[src/design/elc_pkg.sv]
// Shared constants, types and helper functions for the longitude converter.
package elc_pkg;

   typedef logic signed [31:0] angle_type;
   typedef logic signed [35:0] wide_type;

   // Q4.28 and Q2.30 angle constants
   localparam wide_type TWO_PI_Q28  = 36'sd1686629713;
   localparam wide_type PI_Q28      = 36'sd843314857;
   localparam wide_type PI_Q30      = 36'sd3373259426;
   localparam wide_type HALF_PI_Q30 = 36'sd1686629713;
   localparam wide_type CORDIC_GAIN = 36'sd652032874;
   localparam wide_type UNIT_Q30    = 36'sd1073741824;

   localparam int CORDIC_STEPS = 31;
   localparam int MAX_NEWTON_STEPS_DEF = 1000;
   localparam logic [15:0] TOL_RESET = 16'd4;

   // divider operand widths: |residual| << 30 over |slope|
   localparam int DIV_NUM_W = 62;
   localparam int DIV_DEN_W = 35;

   // request codes
   localparam logic [1:0] REQ_M2M = 2'd0;
   localparam logic [1:0] REQ_M2E = 2'd1;
   localparam logic [1:0] REQ_E2M = 2'd2;
   localparam logic [1:0] REQ_E2E = 2'd3;

   // atan(2^-i) in Q2.30, rounded
   function automatic logic [30:0] atan_q30(input logic [4:0] idx);
      logic [30:0] val;
      case (idx)
         5'd0:    val = 31'd843314857;
         5'd1:    val = 31'd497837829;
         5'd2:    val = 31'd263043837;
         5'd3:    val = 31'd133525159;
         5'd4:    val = 31'd67021687;
         5'd5:    val = 31'd33543516;
         5'd6:    val = 31'd16775851;
         5'd7:    val = 31'd8388437;
         5'd8:    val = 31'd4194283;
         5'd9:    val = 31'd2097149;
         default: val = 31'd1 << (5'd30 - idx);
      endcase
      return val;
   endfunction

   // clamp to +-1.0 in Q2.30
   function automatic angle_type clamp_unit(input wide_type v);
      angle_type r;
      if (v > UNIT_Q30)       r = 32'sd1073741824;
      else if (v < -UNIT_Q30) r = -32'sd1073741824;
      else                    r = v[31:0];
      return r;
   endfunction

   // saturate to the signed 32-bit range
   function automatic angle_type sat32(input logic signed [65:0] v);
      angle_type r;
      if (v > 66'sd2147483647)       r = 32'sh7fffffff;
      else if (v < -66'sd2147483648) r = 32'sh80000000;
      else                           r = v[31:0];
      return r;
   endfunction

endpackage

[src/design/elc_cordic.sv]
// Iterative CORDIC sine/cosine unit, one rotation per cycle.
module elc_cordic import elc_pkg::*; (
   input  logic      clock,
   input  logic      reset,
   input  logic      start,
   input  angle_type angle,
   output logic      done,
   output angle_type sin_out,
   output angle_type cos_out
);

   logic      run_ff, run_in;
   logic      done_ff, done_in;
   logic [4:0] idx_ff, idx_in;
   wide_type  x_ff, x_in, y_ff, y_in, z_ff, z_in;
   logic      neg_ff, neg_in;
   angle_type sin_ff, sin_in, cos_ff, cos_in;

   wide_type  ang_w, r_w, z4, z0, xs, ys, at, xf;
   logic      neg0;

   // range reduction and quadrant fold for the start value
   always_comb begin
      ang_w = {{4{angle[31]}}, angle};
      r_w   = (ang_w >= PI_Q28) ? ang_w - TWO_PI_Q28 : ang_w;
      z4    = r_w <<< 2;
      neg0  = 1'b0;
      z0    = z4;
      if (z4 > HALF_PI_Q30) begin
         z0   = PI_Q30 - z4;
         neg0 = 1'b1;
      end else if (z4 < -HALF_PI_Q30) begin
         z0   = -PI_Q30 - z4;
         neg0 = 1'b1;
      end
   end

   // start, one rotation step, and the clamped output
   always_comb begin
      xs      = x_ff >>> idx_ff;
      ys      = y_ff >>> idx_ff;
      at      = {5'd0, atan_q30(idx_ff)};
      xf      = neg_ff ? -x_ff : x_ff;
      run_in  = run_ff;
      done_in = 1'b0;
      idx_in  = idx_ff;
      x_in    = x_ff;
      y_in    = y_ff;
      z_in    = z_ff;
      neg_in  = neg_ff;
      sin_in  = sin_ff;
      cos_in  = cos_ff;
      if (start) begin
         run_in = 1'b1;
         idx_in = 5'd0;
         x_in   = CORDIC_GAIN;
         y_in   = '0;
         z_in   = z0;
         neg_in = neg0;
      end else if (run_ff) begin
         if (idx_ff == 5'(CORDIC_STEPS)) begin
            cos_in  = clamp_unit(xf);
            sin_in  = clamp_unit(y_ff);
            done_in = 1'b1;
            run_in  = 1'b0;
         end else begin
            if (!z_ff[35]) begin
               x_in = x_ff - ys;
               y_in = y_ff + xs;
               z_in = z_ff - at;
            end else begin
               x_in = x_ff + ys;
               y_in = y_ff - xs;
               z_in = z_ff + at;
            end
            idx_in = idx_ff + 5'd1;
         end
      end
   end

   always_ff @(posedge clock) begin
      if (reset) begin
         run_ff  <= 1'b0;
         done_ff <= 1'b0;
      end else begin
         run_ff  <= run_in;
         done_ff <= done_in;
      end
      idx_ff <= idx_in;
      x_ff   <= x_in;
      y_ff   <= y_in;
      z_ff   <= z_in;
      neg_ff <= neg_in;
      sin_ff <= sin_in;
      cos_ff <= cos_in;
   end

   assign done    = done_ff;
   assign sin_out = sin_ff;
   assign cos_out = cos_ff;

endmodule

[config.mk]
export PLATFORM = sky130hd
export DESIGN_NAME = elc_cordic
export DESIGN_NICKNAME = d
export VERILOG_FILES = /design/src/design/elc_pkg.sv /design/src/design/elc_cordic.sv
export SDC_FILE = /design/constraint.sdc
export NUM_CORES = 1
export LEC_CHECK = 0
export ABC_AREA = 0
export BUFFER_PORTS_ARGS = -buffer_cell sky130_fd_sc_hd__buf_2
export CAP_MARGIN = 5
export CORE_ASPECT_RATIO = 1.1
export CORE_MARGIN = 3
export CORE_UTILIZATION = 50
export DETAILED_ROUTE_END_ITERATION = 16
export PLACE_DENSITY = 0.67
export RECOVER_POWER = 25
export SKIP_LAST_GASP = 1
export SLEW_MARGIN = 20
export SYNTH_ARGS = -nofsm -noshare
export SYNTH_HDL_FRONTEND = slang
export SYNTH_SLANG_ARGS = --single-unit
[constraint.sdc]
create_clock -name clock -period 7.65 [get_ports clock]
set_input_delay 1.53 -clock clock [delete_from_list [all_inputs] [get_ports clock]]
set_output_delay 1.53 -clock clock [all_outputs]
set_load 0.05 [all_outputs]
==> results of run 1 <==
## cells by family after synthesis
kind of cell	synth area share
AOI/OAI and AO/OA	0.2645
DFF	0.1886
xor gates and xnor gates	0.09945
adders and majority gates	0.06586
muxes	0.1248
buffers and inverters	0.04750
and+or+nand+nor	0.2093
## power breakdown
part | switching [uW] | internal [uW]
clock | 431 | 457
combinational | 4480 | 3490
sequential | 514 | 1350
total | 5430 | 5300
## synthesized netlist by cell type, drive strengths merged, types with 25 or more instances
| master | instances | area, sq um |
|---|---|---|
| or2 | 25 | 156.4 |
| nor3 | 68 | 345.3 |
| a31oi | 55 | 344.1 |
| buf | 75 | 380.4 |
| or3 | 26 | 162.7 |
| mux2 | 41 | 461.7 |
| nand2b | 42 | 270.3 |
| mux2i | 52 | 520.5 |
| o21bai | 28 | 210.2 |
| o31ai | 26 | 195.2 |
| mux4 | 92 | 2072 |
| ha | 124 | 1551 |
| xor2 | 105 | 927.1 |
| nor2 | 273 | 1025 |
| a21oi | 268 | 1349 |
| o21ai | 177 | 885.8 |
| a211oi | 46 | 355.3 |
| clkbuf | 142 | 534.3 |
| and3 | 33 | 206.5 |
| nor4 | 28 | 181.4 |
| xnor2 | 172 | 1506 |
| o211ai | 37 | 277.8 |
| nor2b | 54 | 337.8 |
| edfxtp | 101 | 3033 |
| nand2 | 314 | 1179 |
| dfxtp | 79 | 1582 |
| inv | 64 | 240.2 |
| and2 | 39 | 244.0 |
| nand3 | 66 | 330.3 |
| a21o | 77 | 578.1 |
| o21a | 36 | 270.3 |
## cell type report
type	count	area [sq um]	area share
clock inverter	14	145.1	0.005584
timing repair buffer	172	998.5	0.03841
tap	645	807.0	0.03105
inverter	66	247.7	0.009531
multi-input combinational	2620	18740	0.7209
clock buffer	18	429.2	0.01651
sequential	180	4628	0.1781
## layer usage
| metal | global-route usage | vias up |
|---|---|---|
| met5 | 0 | - |
| met4 | 0.1698 | 0 |
| met3 | 0.04215 | 244 |
| met2 | 0.5377 | 977 |
| met1 | 0.3584 | 11660 |
| li1 | - | 11490 |
## cell usage in the layout, fill, tap and decap left out, types with 62 or more instances in the layout
master / count
buf_4: 70
a21o_1: 77
nor2_1: 272
o21ai_0: 169
nor3_1: 66
ha_1: 124
edfxtp_1: 101
dfxtp_1: 74
xor2_1: 104
mux4_2: 92
nand2_1: 314
nand3_1: 66
inv_1: 62
xnor2_1: 172
a21oi_1: 265
## sequential cells by signal, summed over array words and instances, names as in the netlist
register and cells:
x_ff 36, run_ff 1, z_ff 36, done 1, cos_out 32, neg_ff 1
idx_ff 5, y_ff 36, sin_out 32
## final timing paths
check,slack [ns],startpoint,depth (start not counted),end
setup / recovery,0.51,idx_ff[1],21,y_ff[35]
hold reg to reg,0.53,x_ff[0],2,x_ff[0]
hold / removal,0.53,x_ff[0],2,x_ff[0]
setup reg to reg,0.51,idx_ff[1],21,y_ff[35]
## stage by stage
step	worst slack (ns)	std cells	util	cell area, sq um
6_report	0.5142	3715	0.5400	25990
5_1_grt	0.01593	3715	0.5400	25990
4_1_cts	0.6585	3715	0.5415	26070
3_5_place_dp	0.6881	3683	0.5296	25490
3_3_place_gp	0.8111	3683	0.5294	25480
2_1_floorplan	0.6327	3083	-	24470
## worst reg2reg max path, stage by stage (launching register included)
cell and delay (ns):
dfxtp_4 0.73, buf_12 0.42, mux4_2 0.65, mux2i_1 0.28
mux2i_1 0.17, or4b_1 0.60, a211oi_1 0.59, nand2_1 0.21
o21bai_1 0.21, xor2_1 0.09, ha_1 0.22, or2_2 0.28
a2111oi_0 0.52, o21ai_0 0.24, a31oi_1 0.37, o31ai_1 0.22
a21bo_2 0.29, a31o_2 0.26, a31oi_1 0.20, xnor2_1 0.17
a21oi_1 0.10, a31o_1 0.20
==> impl_metrics.py, run 1 <==
metrics = {
    "routing": {
        "met1_length_um": 31540,
        "dr.pass1.iters": 6,
        "route.met3.wl_um": 4608,
        "via_count": 24370,
        "finalWirelength_um": 80510,
        "postRouteAntennaNets": 0,
        "drt_iter0_drc": 1909,
        "drc_errors": 0,
        "vias_per_cell": 6.560,
        "routedWlPerCell_um": 21.67,
        "met2WireLength_um": 39910,
        "highest_layer": "met4",
    },
    "worst_setup_path": {
        "cp_slowest_cell": "dfxtp_4",
        "worst-setup-path-type": "reg2reg",
        "crit_fanout": 68,
        "crit_buf_inv": 1,
        "max_stage_delay_ns": 0.73,
        "crit_family": "compound AO/OA/AOI/OAI gates",
        "cp.required_ns": 8.03,
        "arrival_ns": 7.51,
        "critical_path.cell_chain": "buf_12 > mux4_2 > mux2i_1 > mux2i_1 > or4b_1 > a211oi_1 > nand2_1 > o21bai_1 > xor2_1 > ha_1 > or2_2 > a2111oi_0 > o21ai_0 > a31oi_1 > o31ai_1 > a21bo_2 > a31o_2 > a31oi_1 > xnor2_1 > a21oi_1 > a31o_1",
        "end_kind": "register",
        "cp-start-kind": "register",
    },
    "placement": {
        "port_buffers": 99,
        "hpwl_um": 60840,
        "finalWeightedCongestion": 0.9874,
    },
    "logic_synthesis": {
        "synth_flop_cell": "edfxtp_1",
        "ys_seq_elements": 180,
        "postSynthCellCount": 3083,
        "synth.yosys.seq_area_share": 0.1886,
        "synth_edf_count": 101,
        "async_flop_share": 0,
        "syn_nets": 3245,
        "synth_area_sq_um": 24470,
        "syn_avg_cell_area_sq_um": 7.937,
        "ys_types": 102,
        "yosys_warnings": 0,
    },
    "floorplan": {
        "die_width_um": 216.9,
        "coreArea_sq_um": 48140,
        "io_pins": 100,
        "initial_core_util": 0.5084,
        "fp.dieH_um": 238.0,
        "die-area_sq_um": 51630,
        "row_count": 84,
    },
    "sta": {
        "setup_tns_ns": 0,
        "relSlewSlack": -0.7006,
        "fmaxAchievable_mhz": 140.1,
        "min_period_ns": 7.136,
        "setup_viol": 0,
        "fin_crit_sh": 0.9328,
        "rsz0062_at_grt": "false",
        "finalHoldViolCount": 0,
        "skew_ns": 0.01656,
        "maxSlewViolCount": 44,
        "worst_pin_slew_ns": 2.551,
        "whs_ns": 0.5315,
    },
    "cts": {
        "clkLatencyLatePin_ns": 0.50,
        "postCtsResizedCells": 0,
        "cts_tree": "done",
        "clock_path_buffers": 2,
        "clkSinkCount": 180,
        "cts_root_buf": "clkbuf_16",
        "cts_buffers": 17,
        "htree_levels": 4,
        "post_cts_buffers": 0,
        "hold_buffers": 0,
        "path_clk_slew_ns": 0.08,
    },
    "min_path": {
        "hp-class": "reg2reg",
    },
    "global_routing": {
        "grt_max_degree": 77,
        "track_usage": 0.3052,
        "grt_pass1_wl_um": 126100,
        "antenna_found_initial": 0,
        "overflow": 0,
        "grt_pass1_vias": 23090,
    },
    "status": {
        "status": "complete, but fails checks",
        "failed_checks": "capacitance limit, slew limit",
    },
    "cells_and_area": {
        "nNetsFinal": 3219,
        "areaGrowthSynthToFinish_pct": 6.217,
        "fillers": 4627,
        "drive_gt1_frac": 0.1166,
        "antenna_cells": 0,
    },
    "run": {
        "max_cap_viol_count": 1,
    },
    "power": {
        "max-vdd-ir-drop_mv": 0.2408,
        "power_density_nw_per_um2": 412.6,
        "p_leak_uw": 0.009985,
        "power.total_uw": 10720,
    },
}
(Power assumes the default switching activity.)
==> inputs of run 2 (changes only) <==
--- a/config.mk
+++ b/config.mk
@@ -10,9 +10,9 @@
 export CAP_MARGIN = 5
 export CORE_ASPECT_RATIO = 1.1
 export CORE_MARGIN = 3
-export CORE_UTILIZATION = 50
+export CORE_UTILIZATION = 59
 export DETAILED_ROUTE_END_ITERATION = 16
-export PLACE_DENSITY = 0.67
+export PLACE_DENSITY = 0.8
 export RECOVER_POWER = 25
 export SKIP_LAST_GASP = 1
 export SLEW_MARGIN = 20
==> constraint.sdc (replaced) <==
create_clock -name clock -period 6.55 [get_ports clock]
set_input_delay 1.31 -clock clock [delete_from_list [all_inputs] [get_ports clock]]
set_output_delay 1.31 -clock clock [all_outputs]
set_load 0.05 [all_outputs]
==> run 2 against run 1 <==
Non-clock buffer count grew 107. The run now ends clean. Critical endpoint unchanged. Register-to-register slack worse by 0.27 ns. Clock-buffer cell count up 5. Via count grew 5.4%. Global-route usage increased by 7.4 points. Utilization rose by 12 points. Cell count increased by 0.40%. Sequential share of layout area down 0.57 points. Total power up 22%. Combinational power is 25% higher. Final area is 3.3% higher.
==> impl_metrics.py, run 2 (same netlist as run 1, synthesis figures left out) <==
metrics = {
    "cells_and_area": {
        "drive_gt1_frac": 0.1511,
        "antenna_cells": 0,
        "multiInputGateArea_sq_um": 18830,
        "fillers": 3479,
        "areaGrowthSynthToFinish_pct": 9.730,
        "nNetsFinal": 3326,
        "layout_common_cells": "314 x nand2_1, 271 x nor2_1, 265 x a21oi_1",
        "final_common_cell": "nand2_1",
        "reg_top3": "x_ff: 36 flops, y_ff: 36 flops, z_ff: 36 flops",
        "seq_area_sq_um": 4628,
    },
    "floorplan": {
        "row_count": 77,
        "initial_core_util": 0.6033,
        "coreArea_sq_um": 40560,
        "io_pins": 100,
        "die-area_sq_um": 43960,
        "die_width_um": 200.2,
        "fp.dieH_um": 219.6,
    },
    "cts": {
        "path_clk_slew_ns": 0.07,
        "clkSinkCount": 180,
        "cts_root_buf": "clkbuf_16",
        "cts_buffers": 17,
        "clkLatencyLatePin_ns": 0.50,
        "clock_path_buffers": 2,
        "cts_tree": "done",
        "htree_levels": 4,
    },
    "routing": {
        "drc_errors": 0,
        "finalWirelength_um": 86320,
        "dr.pass1.iters": 8,
        "postRouteAntennaNets": 0,
        "via_count": 25680,
        "routedWlPerCell_um": 23.14,
        "drt_iter0_drc": 2996,
        "vias_per_cell": 6.884,
    },
    "sta": {
        "fmaxAchievable_mhz": 158.6,
        "skew_ns": 0.01638,
        "min_period_ns": 6.304,
        "setup_viol": 0,
        "finalHoldViolCount": 0,
        "fin_crit_sh": 0.9624,
        "layout_setup_ws_ns": 0.2463,
        "whs_ns": 0.5331,
        "worst_pin_slew_ns": 1.414,
        "maxSlewViolCount": 0,
        "rsz0062_at_grt": "true",
        "relSlewSlack": 0.05739,
    },
    "placement": {
        "hpwl_um": 65320,
        "dp_slack_ns": -0.1282,
        "finalWeightedCongestion": 1.020,
        "port_buffers": 99,
    },
    "power": {
        "power_density_nw_per_um2": 487.6,
        "max-vdd-ir-drop_mv": 0.4107,
        "p_leak_uw": 0.01055,
    },
    "global_routing": {
        "overflow": 0,
        "grt_max_degree": 82,
        "grt_pass1_vias": 24320,
        "antenna_found_initial": 0,
        "track_usage": 0.3797,
        "grt_pass1_wl_um": 133700,
    },
    "worst_setup_path": {
        "crit_fanout": 24,
        "end_kind": "register",
        "cp-start-kind": "register",
        "worst-setup-path-type": "reg2reg",
        "arrival_ns": 6.70,
        "cp.required_ns": 6.94,
    },
    "run": {
        "max_cap_viol_count": 0,
    },
    "min_path": {
        "hp-class": "reg2reg",
    },
    "status": {
        "status": "finished clean",
    },
}
[run 2: cell count changes in the layout (fill, tap and decap cells not counted), moves of 3 or more]
cell      previous run  this run
mux2i_1             52        48
mux2i_2              0         4
buf_6                0         3
inv_6                4         1
buf_4               70       170
clkbuf_1            55        59
[run 2: worst paths after layout]
kind / from / endpoint / slack, ns / cells past startpoint
setup / recovery: idx_ff[1] / y_ff[35] / 0.25 / 23
hold / removal: x_ff[0] / x_ff[0] / 0.53 / 2
setup reg to reg: idx_ff[1] / y_ff[35] / 0.25 / 23
hold reg to reg: x_ff[0] / x_ff[0] / 0.53 / 2
[run 2: area by class of cell]
cell class | count | area share
repair buffers | 279 | 0.07022
multi-input cells | 2620 | 0.7014
inverters | 66 | 0.009226
clock inverters | 9 | 0.003541
clock buffers | 23 | 0.01747
flip-flops and latches | 180 | 0.1724
well taps | 553 | 0.02577
[run 2: critical path: stages (launching register included)]
cell and delay, ns:
dfxtp_4 0.49, buf_16 0.24, mux4_2 0.53, mux2i_1 0.40, o21ai_0 0.37, mux2_2 0.40, a211oi_1 0.25, buf_4 0.19
nand2_1 0.11, nor3_1 0.17, nor2_1 0.07, xnor2_1 0.14, ha_1 0.34, a21o_1 0.24, a2111oi_0 0.34, o21ai_0 0.21
a31oi_2 0.30, o31ai_1 0.17, a21bo_2 0.28, a31o_2 0.27, a31oi_1 0.20, xnor2_1 0.16, a21oi_1 0.09, a31o_1 0.21
[run 2: timing repair]
item | 4_1_cts | 5_1_grt
hold buffers | 0 | 0
buffers inserted | 1 | 16
pin swaps | 0 | 1
gates resized for setup | 2 | 18
gates cloned | 0 | 1
setup endpoints to repair | 1 | 15
[run 2: where the power goes]
part / switching [uW] / internal (uW) / leakage, uW
registers: 549 / 1580 / 0.00162
logic: 5590 / 4340 / 0.00866
clock network: 488 / 550 / 0.000270
[run 2: metrics by stage]
stage                       util  instance area [sq um]  instances  setup TNS [ns]  power, uW
after CTS                 0.6579                  26680       3713               0      12820
after global placement    0.6433                  26090       3680        -0.04085      11480
after global routing      0.6620                  26850       3730        -0.03578      14050
after floorplan                -                  24500       3083        -0.01021       9196
final                     0.6620                  26850       3730               0      13090
after detailed placement  0.6436                  26100       3680         -0.1282      11700
[run 2: layer usage]
layer / global-route usage / wire, um / part of all wire
met4: 0.2397 / 5926 / 0.069
met3: 0.05126 / 6087 / 0.071
met2: 0.6717 / 41950 / 0.49
met5: 0 / 0 / 0
met1: 0.4362 / 32350 / 0.37
