$ cat src/design/elc_pkg.sv
// Shared constants, types and helper functions for the longitude converter.
package elc_pkg;

   typedef logic signed [31:0] angle_type;
   typedef logic signed [35:0] wide_type;

   // Q4.28 and Q2.30 angle constants
   localparam wide_type TWO_PI_Q28  = 36'sd1686629713;
   localparam wide_type PI_Q28      = 36'sd843314857;
   localparam wide_type PI_Q30      = 36'sd3373259426;
   localparam wide_type HALF_PI_Q30 = 36'sd1686629713;
   localparam wide_type CORDIC_GAIN = 36'sd652032874;
   localparam wide_type UNIT_Q30    = 36'sd1073741824;

   localparam int CORDIC_STEPS = 31;
   localparam int MAX_NEWTON_STEPS_DEF = 1000;
   localparam logic [15:0] TOL_RESET = 16'd4;

   // divider operand widths: |residual| << 30 over |slope|
   localparam int DIV_NUM_W = 62;
   localparam int DIV_DEN_W = 35;

   // request codes
   localparam logic [1:0] REQ_M2M = 2'd0;
   localparam logic [1:0] REQ_M2E = 2'd1;
   localparam logic [1:0] REQ_E2M = 2'd2;
   localparam logic [1:0] REQ_E2E = 2'd3;

   // atan(2^-i) in Q2.30, rounded
   function automatic logic [30:0] atan_q30(input logic [4:0] idx);
      logic [30:0] val;
      case (idx)
         5'd0:    val = 31'd843314857;
         5'd1:    val = 31'd497837829;
         5'd2:    val = 31'd263043837;
         5'd3:    val = 31'd133525159;
         5'd4:    val = 31'd67021687;
         5'd5:    val = 31'd33543516;
         5'd6:    val = 31'd16775851;
         5'd7:    val = 31'd8388437;
         5'd8:    val = 31'd4194283;
         5'd9:    val = 31'd2097149;
         default: val = 31'd1 << (5'd30 - idx);
      endcase
      return val;
   endfunction

   // clamp to +-1.0 in Q2.30
   function automatic angle_type clamp_unit(input wide_type v);
      angle_type r;
      if (v > UNIT_Q30)       r = 32'sd1073741824;
      else if (v < -UNIT_Q30) r = -32'sd1073741824;
      else                    r = v[31:0];
      return r;
   endfunction

   // saturate to the signed 32-bit range
   function automatic angle_type sat32(input logic signed [65:0] v);
      angle_type r;
      if (v > 66'sd2147483647)       r = 32'sh7fffffff;
      else if (v < -66'sd2147483648) r = 32'sh80000000;
      else                           r = v[31:0];
      return r;
   endfunction

endpackage

$ cat src/design/elc_div.sv
// Restoring unsigned divider, one quotient bit per cycle.
module elc_div import elc_pkg::*; #(
   parameter int NUM_W = DIV_NUM_W,
   parameter int DEN_W = DIV_DEN_W
) (
   input  logic             clock,
   input  logic             reset,
   input  logic             start,
   input  logic [NUM_W-1:0] numer,
   input  logic [DEN_W-1:0] denom,
   output logic             done,
   output logic [NUM_W-1:0] quot
);

   localparam int CNT_W = $clog2(NUM_W);

   logic             run_ff, run_in;
   logic             done_ff, done_in;
   logic [CNT_W-1:0] cnt_ff, cnt_in;
   logic [NUM_W-1:0] q_ff, q_in;
   logic [DEN_W:0]   rem_ff, rem_in;
   logic [DEN_W-1:0] den_ff, den_in;
   logic [DEN_W:0]   rem_sh, diff;

   always_comb begin
      rem_sh  = {rem_ff[DEN_W-1:0], q_ff[NUM_W-1]};
      diff    = rem_sh - {1'b0, den_ff};
      run_in  = run_ff;
      done_in = 1'b0;
      cnt_in  = cnt_ff;
      q_in    = q_ff;
      rem_in  = rem_ff;
      den_in  = den_ff;
      if (start) begin
         run_in = 1'b1;
         cnt_in = '0;
         q_in   = numer;
         rem_in = '0;
         den_in = denom;
      end else if (run_ff) begin
         // shift in next numerator bit, subtract when it fits
         if (rem_sh >= {1'b0, den_ff}) begin
            rem_in = diff;
            q_in   = {q_ff[NUM_W-2:0], 1'b1};
         end else begin
            rem_in = rem_sh;
            q_in   = {q_ff[NUM_W-2:0], 1'b0};
         end
         cnt_in = cnt_ff + 1'b1;
         if (cnt_ff == CNT_W'(NUM_W - 1)) begin
            run_in  = 1'b0;
            done_in = 1'b1;
         end
      end
   end

   always_ff @(posedge clock) begin
      if (reset) begin
         run_ff  <= 1'b0;
         done_ff <= 1'b0;
      end else begin
         run_ff  <= run_in;
         done_ff <= done_in;
      end
      cnt_ff <= cnt_in;
      q_ff   <= q_in;
      rem_ff <= rem_in;
      den_ff <= den_in;
   end

   assign done = done_ff;
   assign quot = q_ff;

endmodule

$ cat config.mk
export PLATFORM = sky130hd
export DESIGN_NAME = elc_div
export DESIGN_NICKNAME = d
export VERILOG_FILES = /design/src/design/elc_pkg.sv /design/src/design/elc_div.sv
export SDC_FILE = /design/constraint.sdc
export NUM_CORES = 1
export LEC_CHECK = 0
export BUFFER_PORTS_ARGS = -buffer_cell sky130_fd_sc_hd__buf_2
export CORE_UTILIZATION = 50
export DETAILED_ROUTE_END_ITERATION = 6
export GPL_ROUTABILITY_DRIVEN = 0
export PLACE_DENSITY = 0.77
export SLEW_MARGIN = 15
export SYNTH_ARGS = -nofsm -noshare
export SYNTH_HDL_FRONTEND = slang
export SYNTH_SLANG_ARGS = --single-unit
export TNS_END_PERCENT = 30
$ cat constraint.sdc
create_clock -name clock -period 2.4 [get_ports clock]
set_input_delay 0 -clock clock [delete_from_list [all_inputs] [get_ports clock]]
set_output_delay 0 -clock clock [all_outputs]
set_load 0.01 [all_outputs]
==> key figures, run 1 <==
Status
  • Outcome: finished, violations left
  • Failing checks: negative setup slack

Critical path
  • Reg2Reg Depth: 12
  • Worst path bufs/invs: 3
  • Worst Path Arrival: 3100 ps
  • Slowest CP cell: edfxtp_1
  • Crit Path Max Fanout: 6
  • CP Cell Sequence: inv_2 > ha_4 > a21o_1 > a221o_1 > nor3_2 > a21oi_2 > nand3b_4 > a41oi_4 > buf_6 > clkbuf_16 > a21oi_2 > a211oi_1
  • Cell family with most CP delay: compound AO/OA/AOI/OAI gates
  • Crit path kind: flop to flop
  • Crit end category: flop
  • Peak per-stage delay on the critical path: 380 ps
  • Element type at the critical path start: flop
  • CP dominant cell by count: a21oi_2
  • Crit. path cell count: 12
  • CP required: 2720 ps

Synth
  • Largest family of logic cells by synthesized area: compound AO/OA/AOI/OAI gates
  • Area share of fa/ha/maj cells after synthesis: 6.35%
  • Net count after synthesis: 835
  • Synth Register Bits: 140
  • Synth Area per Inst: 10.9 sq um
  • Post-synth ARST share: 0%
  • Post-synth top flop: edfxtp_1
  • Post-synthesis compound-gate area fraction: 15.3%
  • Syn Inst Count: 697
  • Post-synth EDFFs: 97
  • Post-synth cell types: 58
  • Simple-gate area share of the yosys netlist: 10.8%
  • Xor-xnor portion of the synthesized cell area: 3.34%
  • Synthesized cell area: 7610 sq um
  • Post-synthesis mux area share: 10.1%
  • Post-synthesis sequential area ratio: 49.6%
  • YS warnings: 0

Floorplanning
  • Core Box Area: 14700 sq um
  • Ports: 163
  • Initial Util: 51.7%
  • FP Rows: 44
  • Chip width: 125 microns
  • Die Span Y: 125 microns
  • Die ar.: 15700 sq um

STA
  • Min Tclk post-route: 2770 ps
  • Final count of hold timing violations: 0
  • RSZ-0062 raised after global routing: yes
  • Max Freq: 361 MHz
  • Clock Skews: 8.93 ps
  • Setup-failing EPs final: 36
  • Final WS setup: -373 ps
  • Setup_tns: -8280 ps
  • Hold WS: 282 ps
  • Slew Viols, Final: 0
  • Worst-Margin Slew: 797 ps
  • Slew HR: 46.9%
  • Period utilization: 116%

Place
  • I/O Buffers: 162
  • DP Worst Slack: -269 ps
  • DP Wirelength: 13600 microns

GRT
  • GRT Max-Usage Layer: met2
  • Initial antenna violation count: 0
  • Grt met1 use: 33.6%
  • Grt met2 use: 51.3%
  • GR Overflow Total: 0
  • Largest net degree at the start of global routing: 63
  • First-pass GRT wire length: 35600 microns
  • Tot GR Track Use: 29.1%
  • Met3 global-route usage: 7.19%
  • Number of global-route vias before repair: 7197

Clock network
  • Root Driver: clkbuf_16
  • CTS buffer count: 17
  • Sink Count: 140
  • CTS tree: built
  • Htree depth: 4
  • Worst-path clk slew: 60 ps
  • Clock Tree Buf Depth: 2
  • Latest clock arrival within the worst-skew pair: 430 ps

Pwr
  • Power share of the combinational group: 27.7%
  • Sw Ratio: 30.7%
  • Clock Power Share: 33.2%
  • Leakage: 4.88 nW
  • Pwr Density: 676 nW/um^2
  • Internal power: 5.26 mW
  • Final Power: 7.60 mW
  • Switching power: 2.34 mW
  • Max IR drop VDD: 0.000522 V
  • Flop pwr share: 39.1%

Drt
  • Antenna Nets Post-Route: 0
  • Starting DRT DRC Count: 482
  • # DRC: 0
  • Vias per cell: 5.54
  • Vias: 7038
  • Drt pass-1 iters: 7
  • DR WL/cell: 18.0 microns
  • WL final: 22900 microns

Finish
  • Filler Cell Count: 919
  • Commonest non-fill, non-tap cell in the layout: buf_2
  • Fraction of layout cells with a size suffix above 1: 40.0%
  • N_diodes: 0
  • Synth-to-Final Area Change: 47.7%
  • NumNets Final: 1211
  • Most frequent cells in the layout: buf_2 (161), buf_4 (123), dlygate4sd3_1 (99)

Worst hold path
  • Hold/Removal Path Class: input port to flop
  • Hold path depth: 2

Flow run
  • Maxcap violations: 0
-- cell usage after synthesis, types with 2 or more instances --
cell type	number	share of area, %
a21o_1	6	0.59
a32oi_1	6	0.69
o31ai_1	5	0.49
nor3b_1	2	0.20
a311oi_1	4	0.46
nand3_1	9	0.59
edfxtp_1	97	38
a41oi_1	2	0.23
xnor2_1	13	1.5
a21oi_1	55	3.6
dfxtp_1	43	11
buf_2	6	0.39
o22ai_1	3	0.25
nor2_1	60	3.0
nand4_1	12	0.99
a221o_1	3	0.39
clkbuf_1	20	0.99
mux2_2	62	9.2
or3_1	2	0.16
buf_1	3	0.15
a211oi_1	18	1.8
nand3b_1	2	0.20
nor3_2	2	0.26
mux2i_1	7	0.92
ha_1	37	6.1
o2111ai_1	2	0.23
o31a_1	2	0.23
and2_1	4	0.33
nand2b_1	4	0.33
a21boi_0	2	0.20
o211ai_1	8	0.79
inv_1	45	2.2
o211a_1	6	0.79
a31oi_1	6	0.49
nand2_1	41	2.0
o21a_1	4	0.39
and4_1	2	0.23
and3_1	8	0.66
o21bai_1	6	0.59
nor2b_1	11	0.90
xor2_1	16	1.8
nor3_1	6	0.39
buf_6	5	0.74
o21ai_0	26	1.7
-- metal layers --
| layer | up-vias | share of wire [%] |
|---|---|---|
| li1 | 3341 | - |
| met1 | 3303 | 39 |
| met2 | 325 | 50 |
| met3 | 69 | 6.4 |
| met4 | 0 | 4.1 |
| met5 | - | 0 |
-- power by group through the flow --
stage / clock network [mW] / logic, mW / registers (mW)
after CTS: 2.53 / 1.92 / 2.95
final: 2.52 / 2.11 / 2.97
after detailed placement: 0 / 1.72 / 3.00
after floorplan: 0 / 0.959 / 3.04
after global placement: 0 / 1.69 / 2.99
after global routing: 2.65 / 2.27 / 2.99
-- repair_timing --
| item | CTS | global route |
|---|---|---|
| hold endpoints to repair | 108 | 0 |
| cloned | 1 | 1 |
| pin swaps | 6 | 14 |
| gates resized for setup | 11 | 46 |
| hold buffers | 99 | 0 |
| setup buffers | 10 | 6 |
| setup endpoints to repair | 36 | 36 |
-- final timing paths --
kind | startpoint | to | slack, ps
max reg2reg | den_ff[7] | rem_ff[7] | -370
min | denom[28] | den_ff[28] | 280
max | den_ff[7] | rem_ff[7] | -370
min reg2reg | rem_ff[10] | rem_ff[10] | 510
-- cells by family (layout without fill, tap and decap cells) --
logic type | after synthesis | after routing
fa+ha+maj | 38 | 38
compound gates | 172 | 172
mux | 69 | 69
simple gates | 169 | 169
buf+inv | 80 | 469
flops | 140 | 140
xor+xnor | 29 | 29
-- layout make-up --
| class | instances | area (sq um) | area share, % |
|---|---|---|---|
| clock buffer | 17 | 425 | 3.79 |
| sequential | 140 | 3770 | 33.6 |
| inverter | 45 | 175 | 1.56 |
| timing repair buffer | 392 | 2860 | 25.4 |
| multi-input combinational | 477 | 3640 | 32.4 |
| tap | 184 | 230 | 2.05 |
| clock inverter | 15 | 129 | 1.15 |
-- through the flow --
stage | instance area (sq um) | utilization (%) | cells
after CTS | 11000 | 74.8 | 1263
after global placement | 9340 | 63.5 | 1121
final | 11200 | 76.4 | 1270
after global routing | 11200 | 76.4 | 1270
after floorplan | 7610 | - | 697
after detailed placement | 9340 | 63.5 | 1121
-- state kept, by name, indices dropped and copies added, names as in the netlist --
register  cells
quot         62
rem_ff       35
done          1
den_ff       35
run_ff        1
cnt_ff        6
Note: power is estimated with default switching activity, not from simulation.
==> inputs of run 2 (changes only) <==
--- a/config.mk
+++ b/config.mk
@@ -7,6 +7,7 @@
 export LEC_CHECK = 0
 export BUFFER_PORTS_ARGS = -buffer_cell sky130_fd_sc_hd__buf_2
 export CORE_UTILIZATION = 50
+export CTS_BUF_LIST = sky130_fd_sc_hd__clkbuf_2 sky130_fd_sc_hd__clkbuf_4 sky130_fd_sc_hd__clkbuf_8
 export DETAILED_ROUTE_END_ITERATION = 6
 export GPL_ROUTABILITY_DRIVEN = 0
 export PLACE_DENSITY = 0.77
@@ -14,4 +15,4 @@
 export SYNTH_ARGS = -nofsm -noshare
 export SYNTH_HDL_FRONTEND = slang
 export SYNTH_SLANG_ARGS = --single-unit
-export TNS_END_PERCENT = 30
+export TNS_END_PERCENT = 100
==> run 2 against run 1 <==
  * The run still ends with negative setup slack left
  * Global-route usage up 0.64 points
  * Combinational power up 10%
  * Wire length rose by 5.4%
  * Die area is the same
  * Clock-buffer cell count did not move
  * Largest power group unchanged
  * Largest cell class is now multi-input combinational cells
  * Via count rose by 1.4%
  * Clock skew rose by 17 ps
  * Flip-flop and latch count is the same
  * Non-clock buffer count is 2 lower
  * Critical path depth decreased by 2
==> key figures, run 2 (same netlist as run 1, synthesis figures left out) <==
Finish
  • Synth-to-Final Area Change: 50.7%
  • Filler Cell Count: 879 (-4.4%)
  • NumNets Final: 1209 (-0.17%)
  • Post-Layout Cell Count: 1269 (-0.079%)
  • Most frequent cells in the layout: buf_2 (161), buf_4 (116), dlygate4sd3_1 (98)
  • Core Util, Final: 78.0% (+1.6 points)
  • Fraction of layout cells with a size suffix above 1: 44.5% (+4.5 points)
  • Max reg flops: 62 (unchanged)
  • Commonest non-fill, non-tap cell in the layout: buf_2

Critical path
  • Worst Path Arrival: 3090 ps (about the same)
  • CP required: 2810 ps (+90 ps)
  • Crit Path Max Fanout: 8 (+2)
  • Crit path kind: flop to flop
  • Element type at the critical path start: flop
  • RR Startpoint: den_ff[33]
  • Crit end category: flop
  • Launch point of the critical path: den_ff[33]

GRT
  • GR Overflow Total: 0 (unchanged)
  • Tot GR Track Use: 29.7% (+0.64 points)
  • First-pass GRT wire length: 35800 microns (+0.64%)
  • Largest net degree at the start of global routing: 70 (+11%)
  • Initial antenna violation count: 1 (+1)
  • Number of global-route vias before repair: 7101 (-1.3%)

Pwr
  • Flop pwr share: 40.3% (+1.2 points)
  • Clock Power Share: 28.1% (-5.1 points)
  • Leakage: 4.91 nW (+0.62%)
  • Max IR drop VDD: 0.000590 V (+13%)
  • Power share of the combinational group: 31.6% (+3.9 points)
  • Sw Ratio: 32.7% (+1.9 points)
  • Pwr Density: 644 nW/um^2 (-4.8%)
  • Switching power: 2.41 mW (+3.3%)
  • Internal power: 4.97 mW (-5.6%)

Clock network
  • Worst-path clk slew: 110 ps (+50 ps)
  • Root Driver: clkbuf_8
  • Latest clock arrival within the worst-skew pair: 490 ps (+60 ps)
  • Sink Count: 140 (unchanged)
  • CTS tree: built
  • Clock Tree Buf Depth: 2 (unchanged)
  • CTS buffer count: 17 (unchanged)
  • Htree depth: 4 (unchanged)

Place
  • DP Worst Slack: -232 ps (+37.5 ps)
  • I/O Buffers: 162 (unchanged)
  • DP Wirelength: 13700 microns (+0.38%)
  • Placed insts: 1112 (-0.80%)

STA
  • Final WS setup: -281 ps (+91.7 ps)
  • Period utilization: 112% (-3.8 points)
  • Setup-failing EPs final: 36 (unchanged)
  • Final count of hold timing violations: 0 (unchanged)
  • Slew HR: 47.7% (+0.85 points)
  • Setup_tns: -7080 ps (+1200 ps)
  • Clock Skews: 26.4 ps (+17.4 ps)
  • Hold WS: 60.8 ps (-221 ps)
  • Max Freq: 373 MHz (+3.4%)
  • Worst-Margin Slew: 784 ps (-12.7 ps)
  • Min Tclk post-route: 2680 ps (-91.7 ps)
  • Slew Viols, Final: 0 (unchanged)
  • RSZ-0062 raised after global routing: yes

Drt
  • Drt pass-1 iters: 5 (-2)
  • Antenna Nets Post-Route: 0 (unchanged)
  • WL final: 24100 microns (+5.4%)
  • Vias per cell: 5.63 (+1.5%)
  • Met2 Routed Length: 12300 microns (+7.3%)
  • DR WL/cell: 19.0 microns (+5.5%)
  • Starting DRT DRC Count: 555 (+15%)
  • Vias: 7140 (+1.4%)
  • Highest routing layer actually used: met4
  • # DRC: 0 (unchanged)
  • DRT met1 WL: 9410 microns (+4.0%)
  • Routed wl met3: 1550 microns (+5.2%)

Worst hold path
  • Hold/Removal Path Class: input port to flop
  • HP Start: start

Floorplanning
  • FP Rows: 44 (unchanged)
  • Ports: 163 (unchanged)
  • Core Box Area: 14700 sq um (unchanged)
  • Initial Util: 51.7% (unchanged)
  • Die ar.: 15700 sq um (unchanged)
  • Die Span Y: 125 microns (unchanged)
  • Chip width: 125 microns (unchanged)

Status
  • Outcome: finished, violations left
  • Failing checks: negative setup slack

Flow run
  • Maxcap violations: 0 (unchanged)
run 2: cell types whose count changed in the layout (fill, tap and decap cells not counted), moves of 6 or more:
| cell | delta |
|---|---|
| nor2_1 | -6 |
| clkbuf_16 | -17 |
| a21oi_2 | +12 |
| buf_4 | -7 |
| clkbuf_8 | +17 |
| o21ai_1 | +6 |
| a21oi_1 | -15 |
| nand2_1 | -6 |
run 2: final cells by class:
class	instances	area, sq um	share of cell area (%)
antenna	1	2.50	0.0218
clock buffer	17	234	2.04
clock inverter	15	176	1.54
inverter	45	180	1.57
multi-input combinational	477	3960	34.5
sequential	140	3770	32.9
tap	184	230	2.01
timing repair buffer	390	2910	25.4
run 2: power by group through the flow:
stage | clock network (mW) | registers, mW | logic (mW)
2_1_floorplan | 0 | 3.04 | 0.978
3_3_place_gp | 0 | 2.99 | 1.70
3_5_place_dp | 0 | 3.00 | 1.72
4_1_cts | 2.05 | 2.95 | 2.04
5_1_grt | 2.17 | 3.00 | 2.48
6_report | 2.07 | 2.98 | 2.33
run 2: through the flow:
stage,cell area (sq um),power (mW)
finish,11500,7.38
global route,11500,7.65
CTS,11100,7.05
detailed placement,9330,4.73
global placement,9330,4.69
floorplan,7660,4.02
run 2: worst paths after layout:
check / cells past startpoint / slack (ps) / to
setup / recovery: 10 / -280 / rem_ff[1]
hold / removal: 4 / 60 / rem_ff[33]
setup reg to reg: 10 / -280 / rem_ff[1]
hold reg to reg: 2 / 500 / rem_ff[33]
run 2: timing repair:
action | in CTS | in global routing
endpoints found under the setup margin | 36 | 36
gates cloned | 3 | 1
pin swaps | 14 | 24
endpoints found under the hold margin | 99 | 0
hold buffers | 98 | 0
buffers inserted | 15 | 9
gates resized for setup | 47 | 78
run 2: routing by layer:
metal | global-route usage, % | vias up
met5 | 0 | -
met4 | 13.1 | 0
met3 | 7.27 | 76
met2 | 51.8 | 307
met1 | 34.7 | 3431
li1 | - | 3326
run 2: worst max-delay path, stage by stage, from the launching register on:
cell and delay (ps):
edfxtp_1 390, inv_1 110, ha_1 260, a21o_1 190, a211oi_1 340, o2111ai_1 250
a41oi_4 370, buf_6 220, mux2i_1 230, mux2i_1 110, nor2_1 120
==> inputs of run 3 (changes only) <==
--- a/config.mk
+++ b/config.mk
@@ -5,12 +5,13 @@
 export SDC_FILE = /design/constraint.sdc
 export NUM_CORES = 1
 export LEC_CHECK = 0
+export ABC_AREA = 1
 export BUFFER_PORTS_ARGS = -buffer_cell sky130_fd_sc_hd__buf_2
 export CORE_UTILIZATION = 50
 export CTS_BUF_LIST = sky130_fd_sc_hd__clkbuf_2 sky130_fd_sc_hd__clkbuf_4 sky130_fd_sc_hd__clkbuf_8
 export DETAILED_ROUTE_END_ITERATION = 6
 export GPL_ROUTABILITY_DRIVEN = 0
-export PLACE_DENSITY = 0.77
+export PLACE_DENSITY = 0.76
 export SLEW_MARGIN = 15
 export SYNTH_ARGS = -nofsm -noshare
 export SYNTH_HDL_FRONTEND = slang
==> constraint.sdc (replaced) <==
create_clock -name clock -period 2.4 [get_ports clock]
set_input_delay 0.36 -clock clock [delete_from_list [all_inputs] [get_ports clock]]
set_output_delay 0.36 -clock clock [all_outputs]
set_load 0.01 [all_outputs]
==> run 3 against run 2 <==
  * The flow now finishes without violations
  * Combinational power fell by 68%
  * Clock power fell by 4%
  * Synthesized cell count rose by 63%
  * Power fell by 24%
  * First-iteration DRC count fell by 12%
  * Flip-flop and latch count did not move
  * Sequential share of layout area rose by 5.8 points
  * Final cell count rose by 21%
  * Worst setup slack improved by 430 ps
  * Largest cell class unchanged
  * Highest routed layer unchanged
==> key figures, run 3 <==
Status
  • Outcome: completed

Finish
  • Multi-input gate area: 3850 sq um (-2.7%)
  • Fraction of layout cells with a size suffix above 1: 17.2% (-27 points)
  • Synth-to-Final Area Change: 18.0%
  • Core Util, Final: 60.9% (-17 points)
  • Register Area: 3770 sq um (about the same)
  • Commonest non-fill, non-tap cell in the layout: nand2_1
  • Filler Cell Count: 1511 (+72%)
  • Most frequent cells in the layout: nand2_1 (506), buf_2 (161), inv_1 (135)
  • N_diodes: 0 (-1)
  • NumNets Final: 1442 (+19%)
  • Max reg flops: 62 (unchanged)

Pwr
  • Max IR drop VDD: 0.000344 V (-42%)
  • Pwr Density: 573 nW/um^2 (-11%)
  • Leakage: 4.98 nW (+1.5%)

Synth
  • Largest area contributor in the synthesized netlist: edfxtp_1
  • Post-synth ARST share: 0% (unchanged)
  • Synthesized cell area: 8260 sq um (+8.6%)
  • Syn Inst Count: 1139 (+63%)
  • Net count after synthesis: 1277 (+53%)
  • Most frequent cell after synthesis: nand2_1
  • Post-synth top flop: edfxtp_1
  • Post-synthesis sequential area ratio: 45.7% (-3.9 points)
  • Top cell type's share of synthesized area: 35.3% (-3.0 points)
  • YS warnings: 0 (unchanged)
  • Synth area leaders: edfxtp_1 (35%), nand2_1 (23%), dfxtp_1 (10%), inv_1 (6.2%), nor2_1 (6.1%)
  • Post-synth top cells: nand2_1 (507), inv_1 (137), nor2_1 (135)
  • Post-synth cell types: 36 (-38%)
  • Post-synth EDFFs: 97 (unchanged)
  • Synth Register Bits: 140 (unchanged)
  • Synth Area per Inst: 7.25 sq um (-34%)

Clock network
  • Hold buffer count at CTS: 0 (-100%)
  • Sink Count: 140 (unchanged)
  • CTS buffer count: 17 (unchanged)
  • Root Driver: clkbuf_8
  • Worst-path clk slew: 100 ps (about the same)
  • CTS tree: built
  • CTS-repair resized insts: 0 (-100%)
  • Htree depth: 4 (unchanged)
  • Clock Tree Buf Depth: 2 (unchanged)
  • Latest clock arrival within the worst-skew pair: 460 ps (-30 ps)
  • Setup Buffers After CTS: 0 (-15)

GRT
  • Tot GR Track Use: 24.6% (-5.1 points)
  • Grt met1 use: 30.6% (-4.2 points)
  • Grt met2 use: 40.9% (-11 points)
  • Initial antenna violation count: 0 (-1)
  • Met3 global-route usage: 5.86% (-1.4 points)
  • Number of global-route vias before repair: 7002 (-1.4%)
  • GR Overflow Total: 0 (unchanged)
  • First-pass GRT wire length: 32400 microns (-9.5%)
  • Largest net degree at the start of global routing: 70 (unchanged)
  • GRT Max-Usage Layer: met2

STA
  • Min Tclk post-route: 2250 ps (-426 ps)
  • Slew HR: 47.2% (-0.52 points)
  • Clock Skews: 20.3 ps (-6.08 ps)
  • Worst-Margin Slew: 792 ps (+7.81 ps)
  • Period utilization: 94.0% (-18 points)
  • Final WS setup: 145 ps (+426 ps)
  • Setup-failing EPs final: 0 (-100%)
  • Max Freq: 443 MHz (+19%)
  • Final count of hold timing violations: 0 (unchanged)
  • Slew Viols, Final: 0 (unchanged)

Critical path
  • Worst Path Arrival: 2660 ps (-430 ps)
  • Crit path kind: flop to flop
  • CP required: 2810 ps (about the same)
  • CP Cell Sequence: inv_1 > ha_1 > nand2_1 > nor2_1 > inv_1 > nor3_2 > nand3_1 > nand4_4 > buf_12 > nor2_1 > nor2_1 > nand2_1 > nand2_1
  • Element type at the critical path start: flop
  • Crit Path Max Fanout: 30 (+22)
  • Slowest CP cell: ha_1
  • Crit end category: flop
  • Peak per-stage delay on the critical path: 390 ps (about the same)

Floorplanning
  • Die Span Y: 131 microns (+4.2%)
  • Chip width: 131 microns (+4.2%)
  • Core Box Area: 16000 sq um (+8.9%)
  • FP Rows: 46 (+4.5%)
  • Initial Util: 51.6% (-0.11 points)
  • Die ar.: 17000 sq um (+8.5%)
  • Ports: 163 (unchanged)

Drt
  • WL final: 19800 microns (-18%)
  • Starting DRT DRC Count: 491 (-12%)
  • Drt pass-1 iters: 5 (unchanged)
  • Antenna Nets Post-Route: 0 (unchanged)
  • DR WL/cell: 12.9 microns (-32%)
  • Vias per cell: 4.92 (-12%)
  • # DRC: 0 (unchanged)
  • Vias: 7550 (+5.7%)

Place
  • I/O Buffers: 162 (unchanged)
  • DP Worst Slack: 163 ps (+395 ps)
  • DP Wirelength: 14800 microns (+8.0%)

Worst hold path
  • Hold/Removal Path Class: input port to flop

Flow run
  • Maxcap violations: 0 (unchanged)
==> run 3: per-layer routing <==
metal / share of wire, % / vias up / wire, microns
li1: - / 3887 / -
met5: 0 / - / 0
met2: 47 / 262 / 9320
met3: 7.2 / 32 / 1420
met1: 44 / 3369 / 8670
met4: 2.1 / 0 / 410
==> run 3: cells by family after synthesis <==
| family | share of synthesized area (%) |
|---|---|
| AO/OA/AOI/OAI | 3.88 |
| XOR/XNOR | 2.01 |
| AND/OR/NAND/NOR | 34.6 |
| adder cells (fa/ha/maj) | 5.85 |
| buffers and inverters | 8.00 |
| flip-flops | 45.7 |
==> run 3: stage by stage <==
| stage | cell area, sq um | setup TNS (ps) | hold WS, ps | std cells | total power, mW |
|---|---|---|---|---|---|
| global route | 9750 | -8.32 | 46.1 | 1533 | 5.82 |
| floorplan | 8260 | 0 | 439 | 1139 | 3.33 |
| detailed placement | 9330 | 0 | 464 | 1501 | 3.65 |
| finish | 9750 | 0 | 64.9 | 1533 | 5.59 |
| global placement | 9330 | 0 | 457 | 1501 | 3.64 |
| CTS | 9730 | 0 | 37.0 | 1533 | 5.63 |
==> run 3: critical path: cells and delay by family (launching register included) <==
family | cells | cell delay [ps]
buf+inv | 3 | 340
simple gates | 9 | 1130
flops | 1 | 340
fa+ha+maj | 1 | 390
==> run 3: cell type report <==
type / count / area share, %
clock buffer: 19 / 2.55
multi-input combinational: 834 / 39.5
inverter: 138 / 5.31
timing repair buffer: 173 / 9.57
sequential: 140 / 38.7
tap: 216 / 2.77
clock inverter: 13 / 1.60
==> run 3: final timing paths <==
path,startpoint,to,slack (ps),cells after the start
worst max-delay path,den_ff[8],rem_ff[20],150,13
worst min-delay path,denom[12],den_ff[12],60,1
worst min register to register,rem_ff[31],rem_ff[31],470,2
worst max register to register,den_ff[8],rem_ff[20],150,13
==> run 3: report_power, final <==
| part | internal, mW | switching, mW |
|---|---|---|
| sequential | 2.78 | 0.0807 |
| combinational | 0.281 | 0.466 |
| clock | 0.974 | 1.01 |
